### src/dsts_pkg.sv
// shared types and constants for the drag start tree sequencer
// no dependencies
package dsts_pkg;

    localparam int IN_TDATA_W  = 72;
    localparam int OUT_TDATA_W = 16;

    localparam logic [2:0] CFG_EXIT_HOLD  = 3'd0;
    localparam logic [2:0] CFG_PRESTAGE   = 3'd1;
    localparam logic [2:0] CFG_TREE_STEP  = 3'd2;
    localparam logic [2:0] CFG_FAILED     = 3'd3;
    localparam logic [2:0] CFG_GREEN_NORUN = 3'd4;
    localparam logic [2:0] CFG_LAUNCH_SPD = 3'd5;

    localparam logic [1:0] CD_YELLOW1 = 2'd3;
    localparam logic [1:0] CD_YELLOW2 = 2'd2;
    localparam logic [1:0] CD_YELLOW3 = 2'd1;
    localparam logic [1:0] CD_NONE    = 2'd0;

    typedef struct packed {
        logic [15:0] exit_hold_ms;
        logic [15:0] prestage_hold_ms;
        logic [15:0] tree_step_ms;
        logic [15:0] failed_launch_ms;
        logic [15:0] green_no_run_ms;
        logic [11:0] launch_min_speed;
    } t_cfg;

    typedef struct packed {
        logic [31:0] now_ms;
        logic        has_fix;
        logic [11:0] speed_tenths;
        logic        select_held;
        logic        side_button_held;
        logic        button_pressed;
        logic        timer_staged;
        logic        run_active;
        logic [15:0] run_total;
        logic        start_session;
    } t_item;

    typedef struct packed {
        logic [3:0] stage;
        logic       exit_session;
        logic       consumed_button;
        logic       green_pulse;
        logic       run_start_pulse;
        logic [1:0] countdown;
        logic       foul;
        logic       strip_active;
    } t_res;

endpackage

### src/dsts_regs.sv
// configuration register file of the start tree sequencer
// depends on dsts_pkg
module dsts_regs (
    input  logic                i_clk,
    input  logic                i_rst_n,
    input  logic                i_cfg_we,
    input  logic [2:0]          i_cfg_idx,
    input  logic [15:0]         i_cfg_data,
    output dsts_pkg::t_cfg      o_cfg
);
    import dsts_pkg::*;

    t_cfg r_cfg;

    always_ff @(posedge i_clk) begin
        if (!i_rst_n) begin
            r_cfg.exit_hold_ms     <= 16'd2000;
            r_cfg.prestage_hold_ms <= 16'd500;
            r_cfg.tree_step_ms     <= 16'd500;
            r_cfg.failed_launch_ms <= 16'd3000;
            r_cfg.green_no_run_ms  <= 16'd2000;
            r_cfg.launch_min_speed <= 12'd10;
        end else if (i_cfg_we) begin
            case (i_cfg_idx)
                CFG_EXIT_HOLD:   r_cfg.exit_hold_ms     <= i_cfg_data;
                CFG_PRESTAGE:    r_cfg.prestage_hold_ms <= i_cfg_data;
                CFG_TREE_STEP:   r_cfg.tree_step_ms     <= i_cfg_data;
                CFG_FAILED:      r_cfg.failed_launch_ms <= i_cfg_data;
                CFG_GREEN_NORUN: r_cfg.green_no_run_ms  <= i_cfg_data;
                CFG_LAUNCH_SPD:  r_cfg.launch_min_speed <= i_cfg_data[11:0];
                default: begin
                end
            endcase
        end
    end

    assign o_cfg = r_cfg;

endmodule

### src/dsts_fsm.sv
// stage state machine: session state and next-stage logic for one sample
// depends on dsts_pkg
module dsts_fsm (
    input  logic            i_clk,
    input  logic            i_rst_n,
    input  logic            i_en,
    input  dsts_pkg::t_item i_item,
    input  dsts_pkg::t_cfg  i_cfg,
    output dsts_pkg::t_res  o_res
);
    import dsts_pkg::*;

    typedef enum logic [3:0] {
        ST_AWAIT   = 4'd0,
        ST_WAIT    = 4'd1,
        ST_PRE     = 4'd2,
        ST_Y1      = 4'd3,
        ST_Y2      = 4'd4,
        ST_Y3      = 4'd5,
        ST_GREEN   = 4'd6,
        ST_RUN     = 4'd7,
        ST_RESULTS = 4'd8,
        ST_RED     = 4'd9,
        ST_FAILED  = 4'd10,
        ST_ABORT   = 4'd11
    } t_stage;

    t_stage      r_stage, n_stage, e_stage;
    logic [31:0] r_entered, n_entered, e_entered;
    logic [31:0] r_green, n_green, e_green;
    logic [31:0] r_hold_start, n_hold_start, e_hold_start;
    logic        r_track, n_track, e_track;
    logic        r_rel, n_rel, e_rel;
    logic        r_prev, n_prev, e_prev;
    logic [15:0] r_last, n_last, e_last;

    logic        moving;
    logic        ex, used, gp, rp;
    logic [31:0] t_stage_el, t_green_el, t_hold_el;
    logic [1:0]  cd;

    // session start clears state before the sample is processed
    always_comb begin
        e_stage      = i_item.start_session ? ST_AWAIT : r_stage;
        e_entered    = i_item.start_session ? i_item.now_ms : r_entered;
        e_green      = i_item.start_session ? 32'd0 : r_green;
        e_hold_start = i_item.start_session ? 32'd0 : r_hold_start;
        e_track      = i_item.start_session ? 1'b0 : r_track;
        e_rel        = i_item.start_session ? 1'b0 : r_rel;
        e_prev       = i_item.start_session ? 1'b0 : r_prev;
        e_last       = i_item.start_session ? 16'd0 : r_last;
    end

    assign moving     = i_item.has_fix && (i_item.speed_tenths >= i_cfg.launch_min_speed);
    assign t_stage_el = i_item.now_ms - e_entered;
    assign t_green_el = i_item.now_ms - e_green;
    assign t_hold_el  = i_item.now_ms - e_hold_start;

    always_comb begin
        n_stage      = e_stage;
        n_entered    = e_entered;
        n_green      = e_green;
        n_hold_start = e_hold_start;
        n_track      = e_track;
        n_rel        = e_rel | ~i_item.select_held;
        n_last       = e_last;
        n_prev       = i_item.run_active;
        ex   = 1'b0;
        used = 1'b0;
        gp   = 1'b0;
        rp   = 1'b0;

        // select-hold exit
        if (e_stage != ST_RUN && n_rel && i_item.select_held && !i_item.side_button_held) begin
            if (!e_track) begin
                n_track      = 1'b1;
                n_hold_start = i_item.now_ms;
            end else if (t_hold_el >= {16'd0, i_cfg.exit_hold_ms}) begin
                ex = 1'b1;
            end
        end else begin
            n_track = 1'b0;
        end

        if (!ex) begin
            case (e_stage)
                ST_AWAIT: begin
                    if (i_item.button_pressed) begin
                        used      = 1'b1;
                        n_stage   = ST_WAIT;
                        n_entered = i_item.now_ms;
                    end
                end
                ST_WAIT: begin
                    if (i_item.timer_staged) begin
                        n_stage   = ST_PRE;
                        n_entered = i_item.now_ms;
                    end
                end
                ST_PRE: begin
                    if (!i_item.timer_staged) begin
                        n_stage   = ST_WAIT;
                        n_entered = i_item.now_ms;
                    end else if (t_stage_el >= {16'd0, i_cfg.prestage_hold_ms}) begin
                        n_stage   = ST_Y1;
                        n_entered = i_item.now_ms;
                    end
                end
                ST_Y1, ST_Y2, ST_Y3: begin
                    if (moving) begin
                        n_stage   = ST_RED;
                        n_entered = i_item.now_ms;
                    end else if (!i_item.timer_staged || !i_item.has_fix) begin
                        n_stage   = ST_WAIT;
                        n_entered = i_item.now_ms;
                    end else if (t_stage_el >= {16'd0, i_cfg.tree_step_ms}) begin
                        n_entered = i_item.now_ms;
                        if (e_stage == ST_Y1) begin
                            n_stage = ST_Y2;
                        end else if (e_stage == ST_Y2) begin
                            n_stage = ST_Y3;
                        end else begin
                            n_stage = ST_GREEN;
                            n_green = i_item.now_ms;
                            gp      = 1'b1;
                        end
                    end
                end
                ST_GREEN: begin
                    if (i_item.run_active && !e_prev) begin
                        rp        = 1'b1;
                        n_last    = i_item.run_total;
                        n_stage   = ST_RUN;
                        n_entered = i_item.now_ms;
                    end else if (!moving && t_green_el >= {16'd0, i_cfg.failed_launch_ms}) begin
                        n_stage   = ST_FAILED;
                        n_entered = i_item.now_ms;
                    end else if (moving && !i_item.run_active
                                 && t_green_el >= {16'd0, i_cfg.green_no_run_ms}) begin
                        n_stage   = ST_ABORT;
                        n_entered = i_item.now_ms;
                    end
                end
                ST_RUN: begin
                    if (i_item.run_total > e_last) begin
                        n_stage   = ST_RESULTS;
                        n_entered = i_item.now_ms;
                    end else if (!i_item.run_active && e_prev) begin
                        n_stage   = ST_ABORT;
                        n_entered = i_item.now_ms;
                    end
                end
                ST_RESULTS, ST_RED, ST_FAILED, ST_ABORT: begin
                    if (i_item.button_pressed) begin
                        used      = 1'b1;
                        n_stage   = ST_WAIT;
                        n_entered = i_item.now_ms;
                    end
                end
                default: begin
                end
            endcase
        end
    end

    always_comb begin
        case (n_stage)
            ST_Y1:   cd = CD_YELLOW1;
            ST_Y2:   cd = CD_YELLOW2;
            ST_Y3:   cd = CD_YELLOW3;
            default: cd = CD_NONE;
        endcase
    end

    assign o_res.stage           = n_stage;
    assign o_res.exit_session    = ex;
    assign o_res.consumed_button = used;
    assign o_res.green_pulse     = gp;
    assign o_res.run_start_pulse = rp;
    assign o_res.countdown       = cd;
    assign o_res.foul            = (n_stage == ST_RED) || (n_stage == ST_FAILED)
                                   || (n_stage == ST_ABORT);
    assign o_res.strip_active    = (n_stage != ST_RUN);

    always_ff @(posedge i_clk) begin
        if (!i_rst_n) begin
            r_stage      <= ST_AWAIT;
            r_entered    <= 32'd0;
            r_green      <= 32'd0;
            r_hold_start <= 32'd0;
            r_track      <= 1'b0;
            r_rel        <= 1'b0;
            r_prev       <= 1'b0;
            r_last       <= 16'd0;
        end else if (i_en) begin
            r_stage      <= n_stage;
            r_entered    <= n_entered;
            r_green      <= n_green;
            r_hold_start <= n_hold_start;
            r_track      <= n_track;
            r_rel        <= n_rel;
            r_prev       <= n_prev;
            r_last       <= n_last;
        end
    end

    a_green_enters_green: assert property (@(posedge i_clk) disable iff (!i_rst_n)
        i_en && o_res.green_pulse |=> r_stage == ST_GREEN && r_green == $past(i_item.now_ms))
        else $error("green pulse without green stage");

    a_run_start_latches: assert property (@(posedge i_clk) disable iff (!i_rst_n)
        i_en && o_res.run_start_pulse |=> r_stage == ST_RUN
                                          && r_last == $past(i_item.run_total))
        else $error("run start did not latch run count");

    a_exit_holds_stage: assert property (@(posedge i_clk) disable iff (!i_rst_n)
        i_en && o_res.exit_session && !i_item.start_session |=> r_stage == $past(r_stage))
        else $error("stage moved on exit");

    a_idle_holds_state: assert property (@(posedge i_clk) disable iff (!i_rst_n)
        !i_en |=> $stable(r_stage) && $stable(r_entered) && $stable(r_track))
        else $error("state changed without a sample");

endmodule

### src/drag_start_tree_sequencer_core.sv
// Drag start tree sequencer: takes one timestamped sample word per cycle and gives one
// result word per sample, held in the input register, then in the result register. A
// new sample can be taken every cycle while the output is not stalled; the stage state
// is updated from the registered sample, and that loop sets the one-sample-per-cycle
// rate. Configuration writes take effect on the next edge and must be made while idle.
// depends on dsts_pkg, dsts_regs, dsts_fsm
module drag_start_tree_sequencer_core (
    input  logic                                 i_clk,
    input  logic                                 i_rst_n,
    input  logic                                 i_cfg_we,
    input  logic [2:0]                           i_cfg_idx,
    input  logic [15:0]                          i_cfg_data,
    input  logic                                 s_axis_tvalid,
    output logic                                 s_axis_tready,
    // now_ms[31:0], has_fix[32], speed_tenths[44:33], select_held[45],
    // side_button_held[46], button_pressed[47], timer_staged[48], run_active[49],
    // run_total[65:50], start_session[66], zero fill
    input  logic [dsts_pkg::IN_TDATA_W-1:0]      s_axis_tdata,
    output logic                                 m_axis_tvalid,
    input  logic                                 m_axis_tready,
    // stage[3:0], exit_session[4], consumed_button[5], green_pulse[6],
    // run_start_pulse[7], countdown[9:8], foul[10], strip_active[11], zero fill
    output logic [dsts_pkg::OUT_TDATA_W-1:0]     m_axis_tdata
);
    import dsts_pkg::*;

    t_cfg        cfg;
    t_item       r_in_item;
    logic        r_in_valid;
    logic        r_out_valid;
    logic [OUT_TDATA_W-1:0] r_out_data;
    t_res        res;
    logic        adv_out;
    logic        proc;

    assign adv_out       = !r_out_valid || m_axis_tready;
    assign proc          = r_in_valid && adv_out;
    assign s_axis_tready = !r_in_valid || adv_out;

    dsts_regs u_regs (
        .i_clk      (i_clk),
        .i_rst_n    (i_rst_n),
        .i_cfg_we   (i_cfg_we),
        .i_cfg_idx  (i_cfg_idx),
        .i_cfg_data (i_cfg_data),
        .o_cfg      (cfg)
    );

    dsts_fsm u_fsm (
        .i_clk   (i_clk),
        .i_rst_n (i_rst_n),
        .i_en    (proc),
        .i_item  (r_in_item),
        .i_cfg   (cfg),
        .o_res   (res)
    );

    always_ff @(posedge i_clk) begin
        if (!i_rst_n) begin
            r_in_valid <= 1'b0;
        end else if (s_axis_tvalid && s_axis_tready) begin
            r_in_valid <= 1'b1;
        end else if (proc) begin
            r_in_valid <= 1'b0;
        end
    end

    always_ff @(posedge i_clk) begin
        if (s_axis_tvalid && s_axis_tready) begin
            r_in_item.now_ms           <= s_axis_tdata[31:0];
            r_in_item.has_fix          <= s_axis_tdata[32];
            r_in_item.speed_tenths     <= s_axis_tdata[44:33];
            r_in_item.select_held      <= s_axis_tdata[45];
            r_in_item.side_button_held <= s_axis_tdata[46];
            r_in_item.button_pressed   <= s_axis_tdata[47];
            r_in_item.timer_staged     <= s_axis_tdata[48];
            r_in_item.run_active       <= s_axis_tdata[49];
            r_in_item.run_total        <= s_axis_tdata[65:50];
            r_in_item.start_session    <= s_axis_tdata[66];
        end
    end

    always_ff @(posedge i_clk) begin
        if (!i_rst_n) begin
            r_out_valid <= 1'b0;
        end else if (proc) begin
            r_out_valid <= 1'b1;
        end else if (m_axis_tready) begin
            r_out_valid <= 1'b0;
        end
    end

    always_ff @(posedge i_clk) begin
        if (proc) begin
            r_out_data <= {4'd0, res.strip_active, res.foul, res.countdown,
                           res.run_start_pulse, res.green_pulse, res.consumed_button,
                           res.exit_session, res.stage};
        end
    end

    assign m_axis_tvalid = r_out_valid;
    assign m_axis_tdata  = r_out_data;

endmodule

### config.mk
export PLATFORM = sky130hd
export DESIGN_NAME = drag_start_tree_sequencer_core
export DESIGN_NICKNAME = d
export VERILOG_FILES = /design/src/dsts_pkg.sv /design/src/dsts_regs.sv /design/src/dsts_fsm.sv /design/src/drag_start_tree_sequencer_core.sv
export SDC_FILE = /design/constraint.sdc
export NUM_CORES = 1
export LEC_CHECK = 0
export ABC_CLOCK_PERIOD_IN_PS = 11700
export BUFFER_PORTS_ARGS = -buffer_cell sky130_fd_sc_hd__buf_4
export CAP_MARGIN = 20
export CELL_PAD_IN_SITES_DETAIL_PLACEMENT = 1
export CELL_PAD_IN_SITES_GLOBAL_PLACEMENT = 2
export CORE_ASPECT_RATIO = 0.8
export CORE_MARGIN = 5
export CORE_UTILIZATION = 42
export CTS_BUF_LIST = sky130_fd_sc_hd__clkbuf_8
export CTS_CLUSTER_SIZE = 8
export DETAILED_ROUTE_END_ITERATION = 8
export PLACE_DENSITY = 0.92
export SKIP_CTS_REPAIR_TIMING = 1
export SYNTH_ARGS = -nofsm -noshare
export SYNTH_HDL_FRONTEND = slang
export SYNTH_SLANG_ARGS = --single-unit
### constraint.sdc
create_clock -name i_clk -period 11.7 [get_ports i_clk]
set_input_delay 0.585 -clock i_clk [delete_from_list [all_inputs] [get_ports i_clk]]
set_output_delay 0.585 -clock i_clk [all_outputs]
set_load 0.02 [all_outputs]
# After elaboration in Yosys (flattened, before gate mapping)
# Cells that the tools add are included.
[op_classes]
muxes = 62
n_lt_le_gt_ge = 7
bitwise_logic = 6
eq_ne = 24
addsub = 3
reduce_logical = 39
[ops]
columns = ["op", "count"]
rows = [
  ["32-bit two-way mux", 25],
  ["32-bit case mux with 6 select lines", 1],
  ["32-bit by 16-bit greater-or-equal comparator with 1-bit output", 5],
  ["32-bit subtractor", 3],
  ["16-bit two-way mux", 4],
  ["4-bit two-way mux", 15],
  ["4-bit == test (second input constant)", 7],
  ["4-bit by 3-bit == test with 1-bit output (second input constant)", 6],
  ["4-bit case mux with 6 select lines", 1],
  ["16-bit greater-than comparator", 1],
  ["1-bit two-way mux", 14],
  ["4-bit by 2-bit == test with 1-bit output (second input constant)", 3],
  ["12-bit greater-or-equal comparator", 1],
  ["2-bit AND reduction", 6],
  ["1-bit logical AND", 11],
  ["1-bit zero test", 8],
  ["4-bit by 3-bit != test with 1-bit output (second input constant)", 2],
  ["3-bit by 2-bit == test with 1-bit output (second input constant)", 2],
  ["3-bit == test (second input constant)", 2],
  ["2-bit case mux with 3 select lines", 1],
  ["6-bit OR reduction", 1],
  ["1-bit logical OR", 5],
  ["1-bit NOT", 5],
  ["5-bit OR reduction", 1],
  ["other kinds (9)", 11],
]
[totals]
reg_bits = 292
output_inout_bits = 18
in_bits = 96
elab_cells = 171

# Longest topological paths before layout
# Gate-level depths: netlist of the first run.
[logic_depth]
depth_word = 12
mapped_depth = 29
ltp_nobuf = 24

# Cells and area by module
# Synthesis of the first run repeated with hierarchy kept, for this count alone.
[hier_totals]
hier_cells = 2218
area_unflattened_um2 = 19748.9
[modules_own_cells]
columns = ["module", "n_inst", "cells_per_inst", "area_each_um2", "seq_area_each_um2"]
rows = [
  ["dsts_fsm", 1, 1788, 13694.4, 2382.3],
  ["dsts_regs", 1, 337, 3544.6, 1841.8],
  ["drag_start_tree_sequencer_core", 1, 93, 2509.9, 2412.3],
]

# Worst setup path after synthesis of the first run
# No wires, ideal clock.
[synth_timing]
path_type = "register to register"
from = "reg r_in_item[0] (netlist bit)"
to = "reg r_out_data[8], in the netlist m_axis_tdata[8] (data pin)"
t_required_ns = 11.442
setup_time_ns = 0.258
t_arrival_ns = 6.036
stages_incl_launch_ff = 29
synth_period_minus_slack_ns = 6.294
path_slack_ns = 5.406
path_buffers = 6
cell_sequence = "edfxtp_1 -> clkbuf_1 -> clkbuf_1 -> clkbuf_1 -> clkbuf_1 -> nand2b_1 -> ha_1 -> clkbuf_1 -> a21o_1 -> a31o_2 -> a21oi_1 -> nand2_1 -> a21oi_1 -> xnor2_1 -> ha_1 -> nand3_1 -> nor3_1 -> a2111oi_0 -> o221ai_1 -> a2111o_1 -> or4_1 -> nor4_1 -> a31oi_1 -> clkbuf_1 -> nor2_1 -> nor2_1 -> a221oi_1 -> nor2_1 -> o221a_2"
[synth_rtl]
columns = ["element", "line_no", "rtl"]
rows = [
  ["from (decl)", "drag_start_tree_sequencer_core.sv:28", "t_item r_in_item;"],
  ["to (signal assigned)", "drag_start_tree_sequencer_core.sv:95", "r_out_data <= {4'd0, res.strip_active, res.foul, res.countdown,"],
  ["to (decl)", "drag_start_tree_sequencer_core.sv:31", "logic [OUT_TDATA_W-1:0] r_out_data;"],
]

# Worst setup path after layout of the first run
[layout_timing]
from = "reg r_in_item[0] (netlist bit)"
to = "reg u_fsm.r_entered[0]"
[layout_between]
elab_chain_len = 9
elab_cells_between_ends = 58
cone_classes = "add/sub (3); order compare (6); eq/ne (12); mux (25); bitwise (1); reduce/logical (11)"
[layout_rtl]
columns = ["element", "line_no", "rtl"]
rows = [
  ["32-bit two-way mux", "dsts_fsm.sv:46", "e_green = i_item.start_session ? 32'd0 : r_green;"],
  ["32-bit subtractor", "dsts_fsm.sv:56", "assign t_green_el = i_item.now_ms - e_green;"],
  ["32-bit by 16-bit greater-or-equal comparator with 1-bit output", "dsts_fsm.sv:139", "&& t_green_el >= {16'd0, i_cfg.green_no_run_ms}) begin"],
  ["1-bit logical AND", "dsts_fsm.sv:139", ""],
  ["32-bit two-way mux", "dsts_fsm.sv:138", "end else if (moving && !i_item.run_active"],
  ["32-bit two-way mux", "dsts_fsm.sv:135", "end else if (!moving && t_green_el >= {16'd0, i_cfg.failed_launch_ms}) begin"],
  ["32-bit two-way mux", "dsts_fsm.sv:130", "if (i_item.run_active && !e_prev) begin"],
  ["32-bit case mux with 6 select lines", "dsts_fsm.sv:86", "case (e_stage)"],
  ["32-bit two-way mux (*)", "dsts_fsm.sv:85", "if (!ex) begin"],
  ["to (signal assigned)", "dsts_fsm.sv:197", "r_entered <= n_entered;"],
  ["to (decl)", "dsts_fsm.sv:29", "logic [31:0] r_entered, n_entered, e_entered;"],
]
# Mark *: on every way between the ends. The rest lies on a longest branch, timed or not.
# A chain may end at the register's enable or synchronous reset.

==> results of run 1 <==
==> stage by stage <==
| stage | std cells | hold WS [ns] | setup WS (ns) |
|---|---|---|---|
| 3_3_place_gp | 3061 | 0.453 | 4.17 |
| 2_1_floorplan | 2433 | 0.443 | 5.41 |
| 3_5_place_dp | 3061 | 0.461 | 4.01 |
| 4_1_cts | 3159 | 0.0381 | 3.97 |
| 6_report | 3162 | 0.0934 | 4.04 |
| 5_1_grt | 3162 | 0.0670 | 3.46 |
==> how the worst max path moves through the flow <==
stage	from	endpoint	cells after the start	slack, ns
2_1_floorplan	r_in_item[0]	m_axis_tdata[8]	28	5.41
3_3_place_gp	r_in_item[0]	u_fsm.r_entered[31]	22	4.17
3_5_place_dp	r_in_item[0]	u_fsm.r_entered[31]	22	4.01
4_1_cts	r_in_item[0]	u_fsm.r_green[16]	22	3.97
5_1_grt	r_in_item[0]	u_fsm.r_entered[9]	21	3.46
6_report	r_in_item[0]	u_fsm.r_entered[0]	21	4.04
==> where the power goes <==
group	total, mW	internal [mW]	switching, mW	leakage, nW
Clock	1.04	0.578	0.462	0.647
Combinational	0.654	0.257	0.397	5.82
Sequential	1.11	1.08	0.0371	2.49
Total	2.81	1.91	0.896	8.96
==> Yosys cell counts, types with 27 or more instances <==
cell type	instances	area, µm²
nor3_1	35	175
a21oi_1	134	671
dfxtp_1	213	4260
o21ai_0	120	601
ha_1	203	2540
nor2b_1	106	663
xor2_1	27	236
a21boi_0	65	488
clkbuf_1	107	402
nand2b_1	110	688
nor2_1	138	518
nand3_1	30	150
mux2_2	30	338
inv_1	155	582
nand2_1	276	1040
a21o_1	62	465
a221oi_1	32	280
a22oi_1	82	616
edfxtp_1	79	2370
nand4_1	40	250
o21a_1	28	210
o211ai_1	58	435
xnor2_1	38	333
==> cell families (layout without fill, tap and decap cells) <==
family / Yosys count / after routing / synth area share, %
xor+xnor: 65 / 65 / 2.79
buf+inv: 281 / 381 / 5.31
mux: 41 / 41 / 2.20
flops: 292 / 292 / 32.6
compound gates: 727 / 727 / 24.5
simple gates: 817 / 817 / 19.9
fa+ha+maj: 206 / 206 / 12.8
other cells: 1 / 4 / 0.0184
==> flip-flops by register name, indices dropped and copies added (netlist names) <==
register,count
u_fsm.r_stage,4
u_fsm.r_entered,32
u_fsm.r_hold_start,32
u_fsm.r_last,16
r_in_item,67
u_fsm.r_rel,1
u_regs.o_cfg,92
r_in_valid,1
m_axis_tvalid,1
u_fsm.r_green,32
u_fsm.r_track,1
m_axis_tdata,12
u_fsm.r_prev,1
==> area by class of cell <==
type	instances	area share, %
sequential	292	29.1
clock buffer	63	3.80
multi-input combinational	1860	55.6
clock inverter	35	1.16
timing repair buffer	127	4.32
tap	629	3.45
inverter	156	2.56
==> worst reg2reg max path: stages (launching register included) <==
cell and delay [ns]:
edfxtp_1 0.99, buf_4 0.75, nor2b_1 0.17, ha_1 0.25, nor2b_1 0.20, o2111ai_1 0.17, a2111oi_0 0.70, o21bai_1 0.22
nor2b_1 0.20, o21ai_0 0.21, xor2_1 0.33, ha_1 0.32, nand4_1 0.17, nor4_1 0.08, o41ai_1 0.06, o21ai_0 0.22
a2111oi_0 0.63, nand3_1 0.36, a32o_1 0.37, a21o_1 0.56, a221oi_1 0.46, nor2_1 0.08
==> per-layer routing <==
| metal | track usage (%) | up-vias | wire length, µm |
|---|---|---|---|
| met3 | 3.47 | 123 | 2680 |
| met2 | 40.2 | 348 | 30700 |
| li1 | - | 8895 | - |
| met1 | 32.4 | 9232 | 30700 |
| met4 | 7.40 | 2 | 1830 |
| met5 | 0 | - | 12 |
==> impl_metrics.py, run 1 <==
metrics = {
    "worst_setup_path": {
        "critical-path-top-delay-family": "compound AO/OA/AOI/OAI gates",
        "r2r_cells": 21,
        "critPathCaptureType": "register",
        "setup.worst_path.class": "reg2reg",
        "worstPathCellList": "buf_4, nor2b_1, ha_1, nor2b_1, o2111ai_1, a2111oi_0, o21bai_1, nor2b_1, o21ai_0, xor2_1, ha_1, nand4_1, nor4_1, o41ai_1, o21ai_0, a2111oi_0, nand3_1, a32o_1, a21o_1, a221oi_1, nor2_1",
        "critPathBufInv": 1,
        "reg2reg_from": "r_in_item[0]",
        "critPathArrivalTime_ns": 8.18,
        "required_ns": 12.22,
        "rrSetupSlack_ns": 4.04,
        "cp_max_fo": 72,
        "crit_slowest_cell": "edfxtp_1",
        "critical-path-max-stage-delay_ns": 0.99,
        "cpMostUsedCell": "nor2b_1",
        "reg2reg_to": "u_fsm.r_entered[0]",
        "cp-start-kind": "register",
    },
    "routing": {
        "avgRoutedWirePerCell_um": 20.9,
        "post_drt_via_cell_ratio": 5.88,
        "drc": 0,
        "drt_iter0_markers": 1151,
        "drt-pass1-iter-count": 5,
        "wirelength_um": 65900,
        "drtAntennaViolNets": 0,
        "dr_total_vias": 18600,
    },
    "finish": {
        "layout-area-overhead-vs-synth_pct": 12.1,
        "design_area_um2": 22800,
        "fin_util_pct": 47.4,
        "fillCellCount": 5687,
        "multiInputGateArea_um2": 12700,
        "final_cell_mix": "276 x nand2_1, 213 x dfxtp_1, 203 x ha_1",
        "layout.nets": 2791,
        "register_area_um2": 6640,
        "final_common_cell": "nand2_1",
        "diodes": 0,
        "drive_above_1_share_pct": 10.4,
    },
    "min_path": {
        "whs_path_depth": 1,
        "hold_class": "in2reg",
        "hold_end": "r_in_item[21]",
        "min_from": "s_axis_tdata[45]",
    },
    "clock_network": {
        "clk_pin_slew_ns": 0.07,
        "h-tree-depth": 2,
        "cts.sinks": 292,
        "clockBufferDepth": 3,
        "clkLatencyLatePin_ns": 0.66,
        "root_buffer": "clkbuf_8",
        "tritoncts": "done",
        "cts_made_buffers": 52,
    },
    "sta": {
        "rsz0062_at_grt": "no",
        "fmax_ghz": 0.131,
        "slew_headroom_pct": 29.7,
        "period_needed_ns": 7.66,
        "min_period_over_period_pct": 65.4,
        "worstMarginPinSlew_ns": 1.05,
        "hold_viol_final": 0,
        "slew_viol_final": 0,
        "fin_skew_ns": 0.0556,
        "tns_ns": 0,
        "finalSetupViolations": 0,
    },
    "run": {
        "cap_violations": 0,
    },
    "outcome": {
        "outcome": "completed",
    },
    "power": {
        "powerDensity_nw_per_um2": 123,
        "power_leakage_nw": 8.96,
        "report.power.total_mw": 2.81,
        "irDropWorstVdd_mv": 0.0849,
    },
    "place": {
        "io_buffers": 104,
        "placed_area_um2": 21600,
        "place_congestion": 0.916,
        "place_hpwl_um": 50000,
    },
    "yosys": {
        "synthCells": 2430,
        "synth_edf_count": 79,
        "async_reset_ff_share_pct": 0,
        "synth_seq_area_share_pct": 32.6,
        "postSynthAreaPerCell_um2": 8.38,
        "ys_types": 81,
        "synth_ff_type": "dfxtp_1",
        "synth_area_um2": 20400,
        "yosysWarnings": 0,
        "synth_seq_cells": 292,
    },
    "floorplanning": {
        "rows": 72,
        "die_x_um": 256,
        "core_um2": 48200,
        "initial_utilization_pct": 42.3,
        "die_y_um": 207,
        "die_area_um2": 53000,
        "io_pins": 114,
    },
    "global_routing": {
        "grt_pass1_wl_um": 105000,
        "grt_pass1_vias": 19600,
        "grt_max_degree": 100,
        "grt-ovfl-total": 0,
        "track_usage_pct": 24.1,
        "grt_antenna_before_repair": 1,
    },
}
No activity file was read; power rests on OpenSTA's default activity.
==> run 2, diff against run 1 <==
--- a/config.mk
+++ b/config.mk
@@ -5,18 +5,18 @@
 export SDC_FILE = /design/constraint.sdc
 export NUM_CORES = 1
 export LEC_CHECK = 0
-export ABC_CLOCK_PERIOD_IN_PS = 11700
+export ABC_CLOCK_PERIOD_IN_PS = 6300
 export BUFFER_PORTS_ARGS = -buffer_cell sky130_fd_sc_hd__buf_4
 export CAP_MARGIN = 20
 export CELL_PAD_IN_SITES_DETAIL_PLACEMENT = 1
 export CELL_PAD_IN_SITES_GLOBAL_PLACEMENT = 2
 export CORE_ASPECT_RATIO = 0.8
 export CORE_MARGIN = 5
-export CORE_UTILIZATION = 42
+export CORE_UTILIZATION = 36
 export CTS_BUF_LIST = sky130_fd_sc_hd__clkbuf_8
 export CTS_CLUSTER_SIZE = 8
 export DETAILED_ROUTE_END_ITERATION = 8
-export PLACE_DENSITY = 0.92
+export PLACE_DENSITY = 0.84
 export SKIP_CTS_REPAIR_TIMING = 1
 export SYNTH_ARGS = -nofsm -noshare
 export SYNTH_HDL_FRONTEND = slang
==> constraint.sdc (replaced) <==
create_clock -name i_clk -period 6.3 [get_ports i_clk]
set_input_delay 0.315 -clock i_clk [delete_from_list [all_inputs] [get_ports i_clk]]
set_output_delay 0.315 -clock i_clk [all_outputs]
set_load 0.02 [all_outputs]
==> impl_metrics.py, run 2 (synthesis gave the netlist of run 1 again) <==
metrics = {
    "worst_setup_path": {
        "critPathCaptureType": "register",
        "crit_slowest_cell": "or4_4",
        "cpMostUsedCell": "buf_4",
        "reg2reg_from": "r_in_item[0]",
        "critPathArrivalTime_ns": 6.58,
        "setup.worst_path.class": "reg2reg",
        "cp_max_fo": 32,
        "rrSetupSlack_ns": 0.23,
        "critical-path-max-stage-delay_ns": 0.43,
        "critical-path-top-delay-family": "compound AO/OA/AOI/OAI gates",
        "critPathBufInv": 7,
        "reg2reg_to": "u_fsm.r_green[24]",
        "required_ns": 6.82,
        "r2r_cells": 27,
        "cp-start-kind": "register",
    },
    "finish": {
        "largest_reg_flops": 92,
        "layout.nets": 2957,
        "multiInputGateArea_um2": 12800,
        "fin_cells": 3459,
        "final_common_cell": "nand2_1",
        "fillCellCount": 6699,
        "layout-area-overhead-vs-synth_pct": 20.7,
        "fin_util_pct": 43.6,
        "register_area_um2": 6640,
        "drive_above_1_share_pct": 13.4,
        "diodes": 0,
        "final_cell_mix": "276 x nand2_1, 213 x dfxtp_1, 203 x buf_4",
    },
    "place": {
        "place_congestion": 0.922,
        "place_hpwl_um": 54600,
        "io_buffers": 104,
        "placedCellCount": 3275,
        "preCtsSetupSlack_ns": -0.0926,
    },
    "min_path": {
        "min_from": "i_cfg_data[9]",
        "whs_path_depth": 3,
        "hold_class": "in2reg",
        "hold_end": "u_regs.o_cfg[9]",
    },
    "sta": {
        "tns_ns": 0,
        "finalSetupViolations": 0,
        "whs_ns": 0.0291,
        "rsz0062_at_grt": "yes",
        "fin_skew_ns": 0.0577,
        "fin_ws_ns": 0.235,
        "slew_viol_final": 0,
        "worstMarginPinSlew_ns": 1.06,
        "hold_viol_final": 0,
        "fmax_ghz": 0.165,
        "min_period_over_period_pct": 96.3,
        "period_needed_ns": 6.07,
        "slew_headroom_pct": 29.1,
    },
    "run": {
        "cap_violations": 0,
    },
    "power": {
        "seq_power_share_pct": 38.3,
        "power_switching_mw": 1.76,
        "power.internal_mw": 3.62,
        "p_clk_share_pct": 36.0,
        "p_comb_share_pct": 25.7,
        "irDropWorstVdd_mv": 0.134,
        "swShare_pct": 32.7,
        "powerDensity_nw_per_um2": 219,
        "power_leakage_nw": 9.75,
    },
    "clock_network": {
        "cts_made_buffers": 52,
        "clockBufferDepth": 3,
        "tritoncts": "done",
        "cts.sinks": 292,
        "h-tree-depth": 2,
        "root_buffer": "clkbuf_8",
        "clk_pin_slew_ns": 0.06,
        "clkLatencyLatePin_ns": 0.67,
    },
    "floorplanning": {
        "die_area_um2": 61500,
        "core_um2": 56400,
        "initial_utilization_pct": 36.1,
        "die_y_um": 223,
        "die_x_um": 276,
        "rows": 78,
        "io_pins": 114,
    },
    "routing": {
        "drc": 0,
        "wirelength_um": 72800,
        "dr_total_vias": 19400,
        "drt-pass1-iter-count": 5,
        "post_drt_via_cell_ratio": 5.62,
        "avgRoutedWirePerCell_um": 21.1,
        "drtAntennaViolNets": 0,
        "drt_iter0_markers": 1197,
    },
    "global_routing": {
        "grt-ovfl-total": 0,
        "grt_antenna_before_repair": 1,
        "grt_max_degree": 104,
        "grt_pass1_vias": 19700,
        "track_usage_pct": 22.4,
        "grt_pass1_wl_um": 111000,
    },
    "outcome": {
        "outcome": "completed",
    },
}
[run 2: changes by cell type in the layout (fill, tap and decap cells not counted), moves of 3 or more]
cell | previous run | this run
a2111oi_0 | 7 | 4
buf_4 | 125 | 203
a21oi_1 | 134 | 131
clkinv_1 | 4 | 1
dlygate4sd3_1 | 0 | 82
a21oi_2 | 0 | 3
buf_12 | 1 | 6
[run 2: layout make-up]
class | count | area share [%]
inverters | 156 | 2.38
multi-input cells | 1860 | 52.0
repair buffers | 293 | 10.2
clock buffers | 64 | 3.58
clock inverters | 34 | 0.977
well taps | 760 | 3.87
flip-flops and latches | 292 | 27.0
[run 2: worst reg2reg max path, stage by stage (launching register included)]
cell	delay, ns
edfxtp_1	0.42
buf_4	0.19
buf_4	0.16
nand2b_1	0.15
ha_1	0.30
and3_4	0.20
a221oi_2	0.06
buf_4	0.15
or3_1	0.36
o211ai_1	0.11
xor2_1	0.21
ha_1	0.29
a21o_1	0.17
a221oi_1	0.32
o211ai_1	0.15
a21o_1	0.18
a2111o_1	0.35
or4_4	0.43
nor4_4	0.17
a31oi_1	0.14
buf_4	0.18
buf_4	0.18
nor4_1	0.30
buf_4	0.17
o21ai_2	0.06
buf_12	0.20
a22oi_1	0.25
nor2b_1	0.08
[run 2: worst max-delay path by stage]
| stage | start | end | slack, ns | depth (start not counted) |
|---|---|---|---|---|
| finish | r_in_item[0] | u_fsm.r_green[24] | 0.23 | 27 |
| global route | r_in_item[0] | u_fsm.r_entered[20] | -0.04 | 26 |
| CTS | r_in_item[0] | m_axis_tdata[8] | -0.18 | 26 |
| detailed placement | r_in_item[0] | m_axis_tdata[9] | -0.09 | 26 |
| global placement | r_in_item[0] | m_axis_tdata[9] | 0.05 | 26 |
| floorplan | r_in_item[0] | m_axis_tdata[8] | 0.006 | 28 |
[run 2: power groups by stage]
stage / logic, mW / clock network (mW) / registers, mW
floorplan: 0.830 / 0 / 2.08
global placement: 1.25 / 0 / 2.09
detailed placement: 1.30 / 0 / 2.10
CTS: 1.32 / 2.00 / 2.06
global route: 1.51 / 2.08 / 2.06
finish: 1.38 / 1.94 / 2.06
[run 2: layer usage]
layer  up-vias  track usage [%]  wire length, µm
met3        96             2.97             3490
met1      9692             31.9            34400
met2       412             36.4            33600
li1       9225                -                -
met4         0             4.70             1350
met5         -                0                0
[run 2: through the flow]
stage | instance area [µm²] | power (mW)
after global routing | 24600 | 5.65
after floorplan | 20400 | 2.91
final | 24600 | 5.37
after detailed placement | 22500 | 3.40
after global placement | 22500 | 3.34
after CTS | 23600 | 5.37
